`src/rtl/huffman_table_encoder_packer_core_macros.svh`:
```
// ----------------------------------------------------------------------------
// Huffman encoder assertion macros
// Shared concurrent assertion forms, empty when SYNTH is defined.
// ----------------------------------------------------------------------------
`ifndef HUFFMAN_TABLE_ENCODER_PACKER_CORE_MACROS_SVH
`define HUFFMAN_TABLE_ENCODER_PACKER_CORE_MACROS_SVH

`ifndef SYNTH

`define HTE_ASSERT(name, clk, rst_n, expr, msg) \
    name: assert property (@(posedge clk) disable iff (!rst_n) (expr)) else $error(msg);

`define HTE_ASSERT_NEXT(name, clk, rst_n, ante, cons, msg) \
    name: assert property (@(posedge clk) disable iff (!rst_n) (ante) |=> (cons)) \
        else $error(msg);

`else

`define HTE_ASSERT(name, clk, rst_n, expr, msg)

`define HTE_ASSERT_NEXT(name, clk, rst_n, ante, cons, msg)

`endif

`endif

```
`src/rtl/hte_pkg.sv`:
```
// ----------------------------------------------------------------------------
// Huffman encoder package
// Command codes, fixed field widths and the stage control type.
// ----------------------------------------------------------------------------
package hte_pkg;

    localparam int CMD_W       = 2;
    localparam int SYM_W       = 8;
    localparam int CODE_W      = 32;
    localparam int LEN_W       = 6;
    localparam int BYTE_W      = 8;
    localparam int BYTE_SH     = 3;
    localparam int PEND_W      = 7;
    localparam int PCNT_W      = 3;
    localparam int TABLE_DEPTH = 256;

    typedef enum logic [CMD_W-1:0] {
        CMD_LOAD   = 2'd0,
        CMD_ENCODE = 2'd1,
        CMD_FLUSH  = 2'd2
    } cmd_t;

    typedef struct packed {
        logic vld;
        cmd_t cmd;
    } stage_t;

endpackage

```
`src/rtl/hte_packer.sv`:
```
// ----------------------------------------------------------------------------
// Huffman bit packer and byte emitter
// Appends code words to the pending bits, left-aligns the completed bytes
// into the emit register and sends them one byte per output transaction.
// ----------------------------------------------------------------------------
`include "huffman_table_encoder_packer_core_macros.svh"

module hte_packer #(
    parameter int MAX_CODE_LEN = 32,
    localparam int WORD_W = (MAX_CODE_LEN < hte_pkg::CODE_W) ? MAX_CODE_LEN : hte_pkg::CODE_W,
    localparam int LEN_W  = $clog2(MAX_CODE_LEN + 1)
) (
    input  logic                        clk,
    input  logic                        rst_n,
    input  hte_pkg::stage_t             b_ctl,
    input  logic [WORD_W-1:0]           b_word,
    input  logic [LEN_W-1:0]            b_len,
    output logic                        b_take,
    output logic [hte_pkg::BYTE_W-1:0]  out_byte,
    output logic                        last,
    output logic                        out_valid,
    input  logic                        out_ready
);

    localparam int ACC_W  = hte_pkg::PEND_W + MAX_CODE_LEN;
    localparam int NB_MAX = ACC_W / hte_pkg::BYTE_W;
    localparam int LA_W   = hte_pkg::BYTE_W * ((ACC_W + hte_pkg::BYTE_W - 1) / hte_pkg::BYTE_W);
    localparam int TOT_W  = $clog2(ACC_W + 1);
    localparam int NB_W   = $clog2(NB_MAX + 1);
    localparam int SH_W   = $clog2(LA_W + 1);

    logic [hte_pkg::PEND_W-1:0] pend_bits_reg;
    logic [hte_pkg::PEND_W-1:0] pend_bits_next;
    logic [hte_pkg::PCNT_W-1:0] pend_cnt_reg;
    logic [hte_pkg::PCNT_W-1:0] pend_cnt_next;
    logic [NB_W-1:0]            cnt_reg;
    logic [NB_W-1:0]            cnt_next;
    logic [LA_W-1:0]            bytes_reg;
    logic [LA_W-1:0]            bytes_next;
    logic [ACC_W-1:0]           acc;
    logic [TOT_W-1:0]           total;
    logic [ACC_W-1:0]           src;
    logic [TOT_W-1:0]           tot;
    logic [NB_W-1:0]            nb;
    logic [LA_W-1:0]            la;
    logic                       upd;
    logic                       emit_free;
    logic                       out_fire;

    always_comb
    begin
        acc   = (ACC_W'(pend_bits_reg) << b_len) | ACC_W'(b_word);
        total = TOT_W'(pend_cnt_reg) + TOT_W'(b_len);
        case (b_ctl.cmd)
            hte_pkg::CMD_ENCODE:
            begin
                src            = acc;
                tot            = total;
                nb             = NB_W'(total >> hte_pkg::BYTE_SH);
                pend_bits_next = hte_pkg::PEND_W'(acc)
                                 & ~({hte_pkg::PEND_W{1'b1}} << total[hte_pkg::BYTE_SH-1:0]);
                pend_cnt_next  = total[hte_pkg::BYTE_SH-1:0];
                upd            = 1'b1;
            end
            hte_pkg::CMD_FLUSH:
            begin
                src            = ACC_W'(pend_bits_reg);
                tot            = TOT_W'(pend_cnt_reg);
                nb             = (pend_cnt_reg != '0) ? NB_W'(1) : '0;
                pend_bits_next = '0;
                pend_cnt_next  = '0;
                upd            = 1'b1;
            end
            default:
            begin
                src            = acc;
                tot            = total;
                nb             = '0;
                pend_bits_next = pend_bits_reg;
                pend_cnt_next  = pend_cnt_reg;
                upd            = 1'b0;
            end
        endcase
        la = LA_W'(src) << (SH_W'(LA_W) - SH_W'(tot));
    end

    always_comb
    begin
        out_valid = (cnt_reg != '0);
        out_fire  = out_valid && out_ready;
        emit_free = (cnt_reg == '0) || ((cnt_reg == NB_W'(1)) && out_ready);
        b_take    = b_ctl.vld && ((nb == '0) || emit_free);
        cnt_next   = cnt_reg;
        bytes_next = bytes_reg;
        if (b_take && (nb != '0))
        begin
            cnt_next   = nb;
            bytes_next = la;
        end
        else if (out_fire)
        begin
            cnt_next   = cnt_reg - NB_W'(1);
            bytes_next = bytes_reg << hte_pkg::BYTE_W;
        end
    end

    always_ff @(posedge clk or negedge rst_n)
    begin
        if (!rst_n)
        begin
            pend_bits_reg <= '0;
            pend_cnt_reg  <= '0;
            cnt_reg       <= '0;
        end
        else
        begin
            if (b_take && upd)
            begin
                pend_bits_reg <= pend_bits_next;
                pend_cnt_reg  <= pend_cnt_next;
            end
            cnt_reg <= cnt_next;
        end
    end

    always_ff @(posedge clk)
    begin
        bytes_reg <= bytes_next;
    end

    assign out_byte = bytes_reg[LA_W-1 -: hte_pkg::BYTE_W];
    assign last     = (cnt_reg == NB_W'(1));

    `HTE_ASSERT(a_cnt_range, clk, rst_n, cnt_reg <= NB_W'(NB_MAX), "Emit byte count is out of range.")
    `HTE_ASSERT(a_pend_clean, clk, rst_n, (pend_bits_reg >> pend_cnt_reg) == '0, "Stale bits above the pending count.")
    `HTE_ASSERT_NEXT(a_drain, clk, rst_n, out_fire && (cnt_reg > NB_W'(1)), cnt_reg == ($past(cnt_reg) - NB_W'(1)), "Byte count did not step down after a transaction.")
    `HTE_ASSERT_NEXT(a_flush, clk, rst_n, b_take && (b_ctl.cmd == hte_pkg::CMD_FLUSH) && (pend_cnt_reg != '0), (cnt_reg == NB_W'(1)) && (pend_cnt_reg == '0), "Flush did not emit one byte and clear the pending bits.")

endmodule

```
`config.mk`:
```
export PLATFORM = sky130hd
export DESIGN_NAME = hte_packer
export DESIGN_NICKNAME = d
export VERILOG_FILES = /design/src/rtl/hte_pkg.sv /design/src/rtl/hte_packer.sv
export VERILOG_INCLUDE_DIRS = /design/src /design/src/rtl
export SDC_FILE = /design/constraint.sdc
export NUM_CORES = 1
export LEC_CHECK = 0
export BUFFER_PORTS_ARGS = -buffer_cell sky130_fd_sc_hd__buf_2
export CELL_PAD_IN_SITES_DETAIL_PLACEMENT = 0
export CELL_PAD_IN_SITES_GLOBAL_PLACEMENT = 1
export CORE_MARGIN = 8
export CORE_UTILIZATION = 25
export DETAILED_ROUTE_END_ITERATION = 6
export PLACE_DENSITY = 0.5
export REMOVE_ABC_BUFFERS = 1
export SLEW_MARGIN = 30
export SYNTH_ARGS = -nofsm -noshare
export SYNTH_HDL_FRONTEND = slang
export SYNTH_SLANG_ARGS = --single-unit
```
`constraint.sdc`:
```
create_clock -name clk -period 3.7 [get_ports clk]
set_input_delay 0.37 -clock clk [delete_from_list [all_inputs] [get_ports clk]]
set_output_delay 0.37 -clock clk [all_outputs]
set_load 0.005 [all_outputs]
```
==> impl_metrics.toml, run 1 <==
[logic_synthesis]
ys_warn_count = 0
syn_area_mm2 = 0.00659
yosys_most_used_dff = "edfxtp_1"
avgSynthCellArea_um2 = 7.94
ys_types = 90
synth-edff-count = 40
synthAdderAreaFrac_pct = 2.01
synthSimpleGateAreaFrac_pct = 20.4
ys_ff_latch = 53
synth-compound-area-share_pct = 36.4
synth_top_family_by_area = "compound AO/OA/AOI/OAI gates"
synthMuxAreaShare_pct = 10.9
synthArstFlopShare_pct = 24.5
synth-xor-area-share_pct = 1.01
seq_area_frac_synth_pct = 23.2
synth_cells = 830

[worst_setup_path]
crit_path_cell_trace = "ha_2 > fa_1 > nor2b_4 > a21oi_2 > ha_2 > nor2b_2 > a22o_1 > nor2_4 > buf_12 > mux4_2 > a21oi_2 > a311oi_1 > o32a_1"
required_ns = 3.76
endpoint_kind = "flop"
worst-path-max-fanout = 8
r2r_cells = 13
r2r_end = "bytes_reg[35]$_DFFE_PP_"
crit_slowest_cell = "mux4_2"
critPathLaunchType = "flop"
crit_arrival_ns = 3.67
r2r_slack_ns = 0.08
max_stage_delay_ns = 0.55
crit_type = "reg2reg"
r2r-start = "pend_cnt_reg[0]$_DFFE_PN0P_"

[cts]
insertion_delay_ns = 0.31
cts_buffers = 5
clk_path_buf_depth = 2
ctsHtreeMaxLevel = 2
cts_tree = "done"
clk_pin_slew_ns = 0.07
cts_root_buf = "clkbuf_16"
clock-sinks = 53

[pwr]
vdd_drop_max_v = 0.000360
p_leak_nw = 3.23
powerDensity_mw_per_mm2 = 1040

[layout]
multi_input_area_mm2 = 0.00479
area_delta_synth_final_pct = 28.5
fillers = 2812
layout-drive-gt1-share_pct = 29.9
nets = 1022
largest_register_ffs = 40
fin_area_mm2 = 0.00847
diodes = 0
register_area_mm2 = 0.00153

[route]
vias_per_cell = 5.85
drt_pass1_iterations = 5
drt-total-wl_mm = 31.1
dr_total_vias = 7631
wl_per_cell_um = 23.9
ant_nets = 0
drtIter0Drc = 733
drc = 0

[sta]
finalSetupTns_ns = 0
skew_ns = 0.0112
max_freq_mhz = 277
hold_violations = 0
slew_headroom_pct = 37.3
fin_crit_ns = 3.62
finalMaxSlewViolations = 0
fin_crit_sh_pct = 97.7
finalSetupViolCount = 0
rsz0062_at_grt = "true"
tightest_slew_ns = 0.939

[outcome]
status = "finished, final reports clean"

[global_route]
grt_first_pass_wirelength_mm = 46.7
globalRouteOverflowTotal = 0
grt_max_degree = 53
antenna_found_initial = 0
first_global_vias = 7362
grt_use_total_pct = 19.3

[placement]
gp_congestion = 0.940
dpl_cell_area_mm2 = 0.00819
dp_hpwl_mm = 25.1
io_buffer_count = 54

[worst_hold_path]
hold_end = "pend_bits_reg[0]$_DFFE_PN0P_"
worstHoldStart = "b_word[0]"
hp-class = "in2reg"
hold_depth = 3

[floorplanning]
die_w_um = 178
die_h_um = 178
rows = 59
core_mm2 = 0.0260
initial_core_util_pct = 25.4
die_area_mm2 = 0.0318
num_io_pins = 55

[run]
cap_violations = 0
## layer usage
metal  wire length, µm  GRT usage, %  up-vias  share of wire (%)
li1                  -             -     3569                  -
met1             14300          26.3     3696                 46
met2             14100          30.9      319                 45
met3              1940          3.03       47                6.2
met4               759          5.48        0                2.4
met5                 0             0        -                  0
## Yosys cell counts (all sizes together), types with 7 or more instances
master,number,area (µm²)
a31oi,19,119
a211oi,23,178
a21oi,50,258
mux2i,26,260
a2111oi,7,62.6
a32oi,13,114
edfxtp,40,1200
mux2,16,188
o22ai,13,81.3
mux4,12,270
a22oi,14,110
a21o,7,52.6
ha,9,113
inv,17,63.8
o21ai,61,305
buf,35,189
nand2b,10,62.6
nor2b,9,56.3
o211ai,20,150
o2111ai,10,87.6
o31ai,9,67.6
nand2,78,293
nor2,72,273
clkbuf,41,154
nor3,35,175
a221oi,12,105
nand3,17,85.1
and2,9,56.3
dfrtp,13,325
or3,10,62.6
o21a,7,53.8
## how the worst max path moves through the flow
stage / to / from / slack (ns) / cells past startpoint
2_1_floorplan: bytes_reg[17]$_DFFE_PP_ / pend_cnt_reg[0]$_DFFE_PN0P_ / -1.82 / 13
3_3_place_gp: bytes_reg[35]$_DFFE_PP_ / b_len[0] / -0.26 / 17
4_1_cts: bytes_reg[20]$_DFFE_PP_ / pend_cnt_reg[0]$_DFFE_PN0P_ / 0.01 / 15
6_report: bytes_reg[35]$_DFFE_PP_ / pend_cnt_reg[0]$_DFFE_PN0P_ / 0.08 / 13
5_1_grt: bytes_reg[34]$_DFFE_PP_ / pend_cnt_reg[0]$_DFFE_PN0P_ / -0.04 / 15
3_5_place_dp: bytes_reg[19]$_DFFE_PP_ / b_len[0] / -0.31 / 18
## through the flow
| stage | power (mW) | setup WS, ns | hold WS, ns | cells | utilization (%) |
|---|---|---|---|---|---|
| after floorplan | 4.60 | -1.82 | 0.0744 | 754 | - |
| after global placement | 8.04 | -0.263 | 0.286 | 1294 | 31.5 |
| after detailed placement | 7.99 | -0.309 | 0.291 | 1294 | 31.5 |
| after CTS | 8.56 | 0.0112 | 0.446 | 1303 | 32.2 |
| after global routing | 9.39 | -0.0432 | 0.492 | 1304 | 32.6 |
| final | 8.84 | 0.0849 | 0.434 | 1304 | 32.6 |
## worst max-delay path: cells and delay by family (launching register included)
| kind | cells | cell delay, ns |
|---|---|---|
| mux | 1 | 0.55 |
| simple gates | 3 | 0.51 |
| buf+inv | 1 | 0.15 |
| fa+ha+maj | 3 | 0.90 |
| flops | 1 | 0.39 |
| compound gates | 5 | 0.85 |
## power by group
group	switching [mW]	total, mW	internal [mW]
clock network	0.243	0.497	0.253
logic	4.21	7.28	3.07
registers	0.150	1.06	0.911
## repair_timing
| action | 4_1_cts | 5_1_grt |
|---|---|---|
| gates cloned | 0 | 0 |
| hold buffers | 1 | 0 |
| resized for setup | 5 | 22 |
| buffers inserted | 0 | 1 |
| setup endpoints to repair | 7 | 38 |
| pin swaps | 0 | 6 |
| endpoints found under the hold margin | 13 | 0 |
## cell usage in the layout, fill, tap and decap left out, drive strengths merged, types with 14 or more instances in the layout
cell type | netlist | final
nor2 | 72 | 72
a21oi | 50 | 50
nor3 | 35 | 35
a22oi | 14 | 14
a31oi | 19 | 19
mux2i | 26 | 26
o211ai | 20 | 20
nand3 | 17 | 17
mux2 | 16 | 16
edfxtp | 40 | 40
buf | 35 | 206
nand2 | 78 | 78
inv | 17 | 17
o21ai | 61 | 61
a211oi | 23 | 23
## kinds of logic after synthesis
group,Yosys count
flops,53
simple gates,278
fa+ha+maj,10
xor+xnor,6
compound gates,336
mux,54
buf+inv,93
## cell type report
type / instances / area share (%)
tap: 335 / 4.95
clock inverter: 3 / 0.251
inverter: 17 / 0.798
timing repair buffer: 207 / 18.0
clock buffer: 5 / 1.48
multi-input combinational: 684 / 56.5
sequential: 53 / 18.0
Note: power is estimated with default switching activity, not from simulation.
==> run 2, diff against run 1 <==
--- a/config.mk
+++ b/config.mk
@@ -6,13 +6,13 @@
 export SDC_FILE = /design/constraint.sdc
 export NUM_CORES = 1
 export LEC_CHECK = 0
-export BUFFER_PORTS_ARGS = -buffer_cell sky130_fd_sc_hd__buf_2
 export CELL_PAD_IN_SITES_DETAIL_PLACEMENT = 0
 export CELL_PAD_IN_SITES_GLOBAL_PLACEMENT = 1
 export CORE_MARGIN = 8
-export CORE_UTILIZATION = 25
+export CORE_UTILIZATION = 30
 export DETAILED_ROUTE_END_ITERATION = 6
-export PLACE_DENSITY = 0.5
+export DONT_BUFFER_PORTS = 1
+export PLACE_DENSITY = 0.55
 export REMOVE_ABC_BUFFERS = 1
 export SLEW_MARGIN = 30
 export SYNTH_ARGS = -nofsm -noshare
==> impl_metrics.toml, run 2 (synthesized netlist as in run 1, its figures left out) <==
[outcome]
status = "finished, final reports clean"

[worst_setup_path]
required_ns = 3.76
crit_arrival_ns = 3.65
r2r_slack_ns = 0.11
r2r_end = "bytes_reg[35]$_DFFE_PP_"
crit_type = "reg2reg"
worst-path-max-fanout = 5
r2r-start = "pend_cnt_reg[0]$_DFFE_PN0P_"
endpoint_kind = "flop"
critPathLaunchType = "flop"
r2r_cells = 13

[pwr]
comb_power_share_pct = 81.6
p_leak_nw = 2.85
power_frac_clock_pct = 5.9
powerDensity_mw_per_mm2 = 1090
power_frac_seq_pct = 12.5
netSwitchingPower_mw = 4.59
swShare_pct = 53.4
vdd_drop_max_v = 0.000394
p_int_mw = 4.01

[layout]
diodes = 0
final_cell_mix = "111 x buf_4, 76 x nand2_1, 67 x nor2_1"
final_common_cell = "buf_4"
area_delta_synth_final_pct = 19.7
layout-drive-gt1-share_pct = 23.2
fin_area_mm2 = 0.00789
register_area_mm2 = 0.00153
nets = 935
fillers = 2256
multi_input_area_mm2 = 0.00483
largest_register_ffs = 40

[global_route]
grt_use_total_pct = 22.9
grt_first_pass_wirelength_mm = 47.0
grt_max_degree = 41
first_global_vias = 7279
globalRouteOverflowTotal = 0
antenna_found_initial = 0

[route]
dr_total_vias = 7485
drc = 0
drt-total-wl_mm = 31.2
wl_per_cell_um = 26.8
ant_nets = 0
drt_pass1_iterations = 5
vias_per_cell = 6.44
drtIter0Drc = 661

[run]
cap_violations = 0

[cts]
clk_pin_slew_ns = 0.08
cts_root_buf = "clkbuf_16"
cts_buffers = 5
insertion_delay_ns = 0.31
cts_tree = "done"
clk_path_buf_depth = 2
ctsHtreeMaxLevel = 2
clock-sinks = 53

[sta]
max_freq_mhz = 278
fin_crit_ns = 3.59
rsz0062_at_grt = "true"
slew_headroom_pct = 52.2
finalSetupTns_ns = 0
skew_ns = 0.00594
fin_crit_sh_pct = 97.1
tightest_slew_ns = 0.697
hold_violations = 0
finalMaxSlewViolations = 0
finalSetupViolCount = 0

[floorplanning]
die_w_um = 164
die_h_um = 164
num_io_pins = 55
die_area_mm2 = 0.0270
core_mm2 = 0.0217
initial_core_util_pct = 30.4
rows = 54

[worst_hold_path]
hold_depth = 2
hp-class = "in2reg"
hold_end = "pend_bits_reg[0]$_DFFE_PN0P_"
worstHoldStart = "b_word[0]"

[placement]
dp_hpwl_mm = 24.9
dpl_cell_area_mm2 = 0.00754
io_buffer_count = 0
gp_congestion = 0.938
==> run 2: cell types whose count changed in the layout (fill, tap and decap cells not counted), sizes merged <==
cell / previous run / this run
inv: 17 / 18
clkinvlp: 2 / 1
buf: 206 / 119
==> run 2: power groups by stage <==
stage | combinational (mW) | sequential, mW | clock (mW)
5_1_grt | 7.47 | 1.10 | 0.534
2_1_floorplan | 3.56 | 1.04 | 0
6_report | 7.02 | 1.07 | 0.508
3_3_place_gp | 6.53 | 1.08 | 0
4_1_cts | 6.67 | 1.07 | 0.515
3_5_place_dp | 6.54 | 1.08 | 0
==> run 2: worst max-delay path: stages (launching register included) <==
cell	delay [ns]
dfrtp_1	0.39
ha_2	0.20
fa_1	0.52
nor2b_4	0.16
a21oi_2	0.04
ha_2	0.20
nor2b_2	0.16
a22o_1	0.24
nor2_4	0.15
buf_6	0.15
mux4_2	0.56
a21oi_2	0.16
a311oi_1	0.06
o32a_1	0.36
==> run 2: worst max path at each step <==
stage / from / end / slack (ns) / depth (start not counted)
finish: pend_cnt_reg[0]$_DFFE_PN0P_ / bytes_reg[35]$_DFFE_PP_ / 0.11 / 13
global route: pend_cnt_reg[0]$_DFFE_PN0P_ / bytes_reg[14]$_DFFE_PP_ / -0.07 / 14
CTS: pend_cnt_reg[0]$_DFFE_PN0P_ / bytes_reg[17]$_DFFE_PP_ / -0.04 / 13
detailed placement: pend_cnt_reg[0]$_DFFE_PN0P_ / bytes_reg[29]$_DFFE_PP_ / -0.02 / 15
global placement: b_len[0] / bytes_reg[14]$_DFFE_PP_ / -0.02 / 14
floorplan: pend_cnt_reg[0]$_DFFE_PN0P_ / bytes_reg[17]$_DFFE_PP_ / -1.82 / 13
==> run 2: cell type report <==
class | instances | area share, %
Clock inverter | 3 | 0.317
Sequential cell | 53 | 19.3
Timing Repair Buffer | 120 | 12.3
Clock buffer | 5 | 1.59
Tap cell | 280 | 4.44
Inverter | 17 | 0.809
Multi-Input combinational cell | 684 | 61.2
==> run 2: stage by stage <==
step / util [%] / power (mW) / instances / setup slack (ns) / hold WS (ns)
4_1_cts: 35.7 / 8.26 / 1161 / -0.0426 / 0.297
5_1_grt: 36.4 / 9.11 / 1162 / -0.0691 / 0.360
6_report: 36.4 / 8.60 / 1162 / 0.107 / 0.290
3_5_place_dp: 34.7 / 7.62 / 1149 / -0.0182 / 0.0749
2_1_floorplan: - / 4.60 / 754 / -1.82 / 0.0744
3_3_place_gp: 34.7 / 7.61 / 1149 / -0.0240 / 0.0749
==> run 2: repair_timing <==
item | 4_1_cts | 5_1_grt
pin swaps | 2 | 7
endpoints found under the hold margin | 13 | 0
setup buffers | 3 | 1
hold buffers | 1 | 0
resized for setup | 6 | 30
endpoints found under the setup margin | 8 | 40
==> run 2: metal layers <==
metal  part of all wire (%)  vias up  global-route usage (%)
li1                       -     3386                       -
met1                     45     3777                    30.7
met2                     47      298                    37.9
met3                    6.2       24                    3.48
met4                    1.6        0                    5.17
met5                      0        -                       0
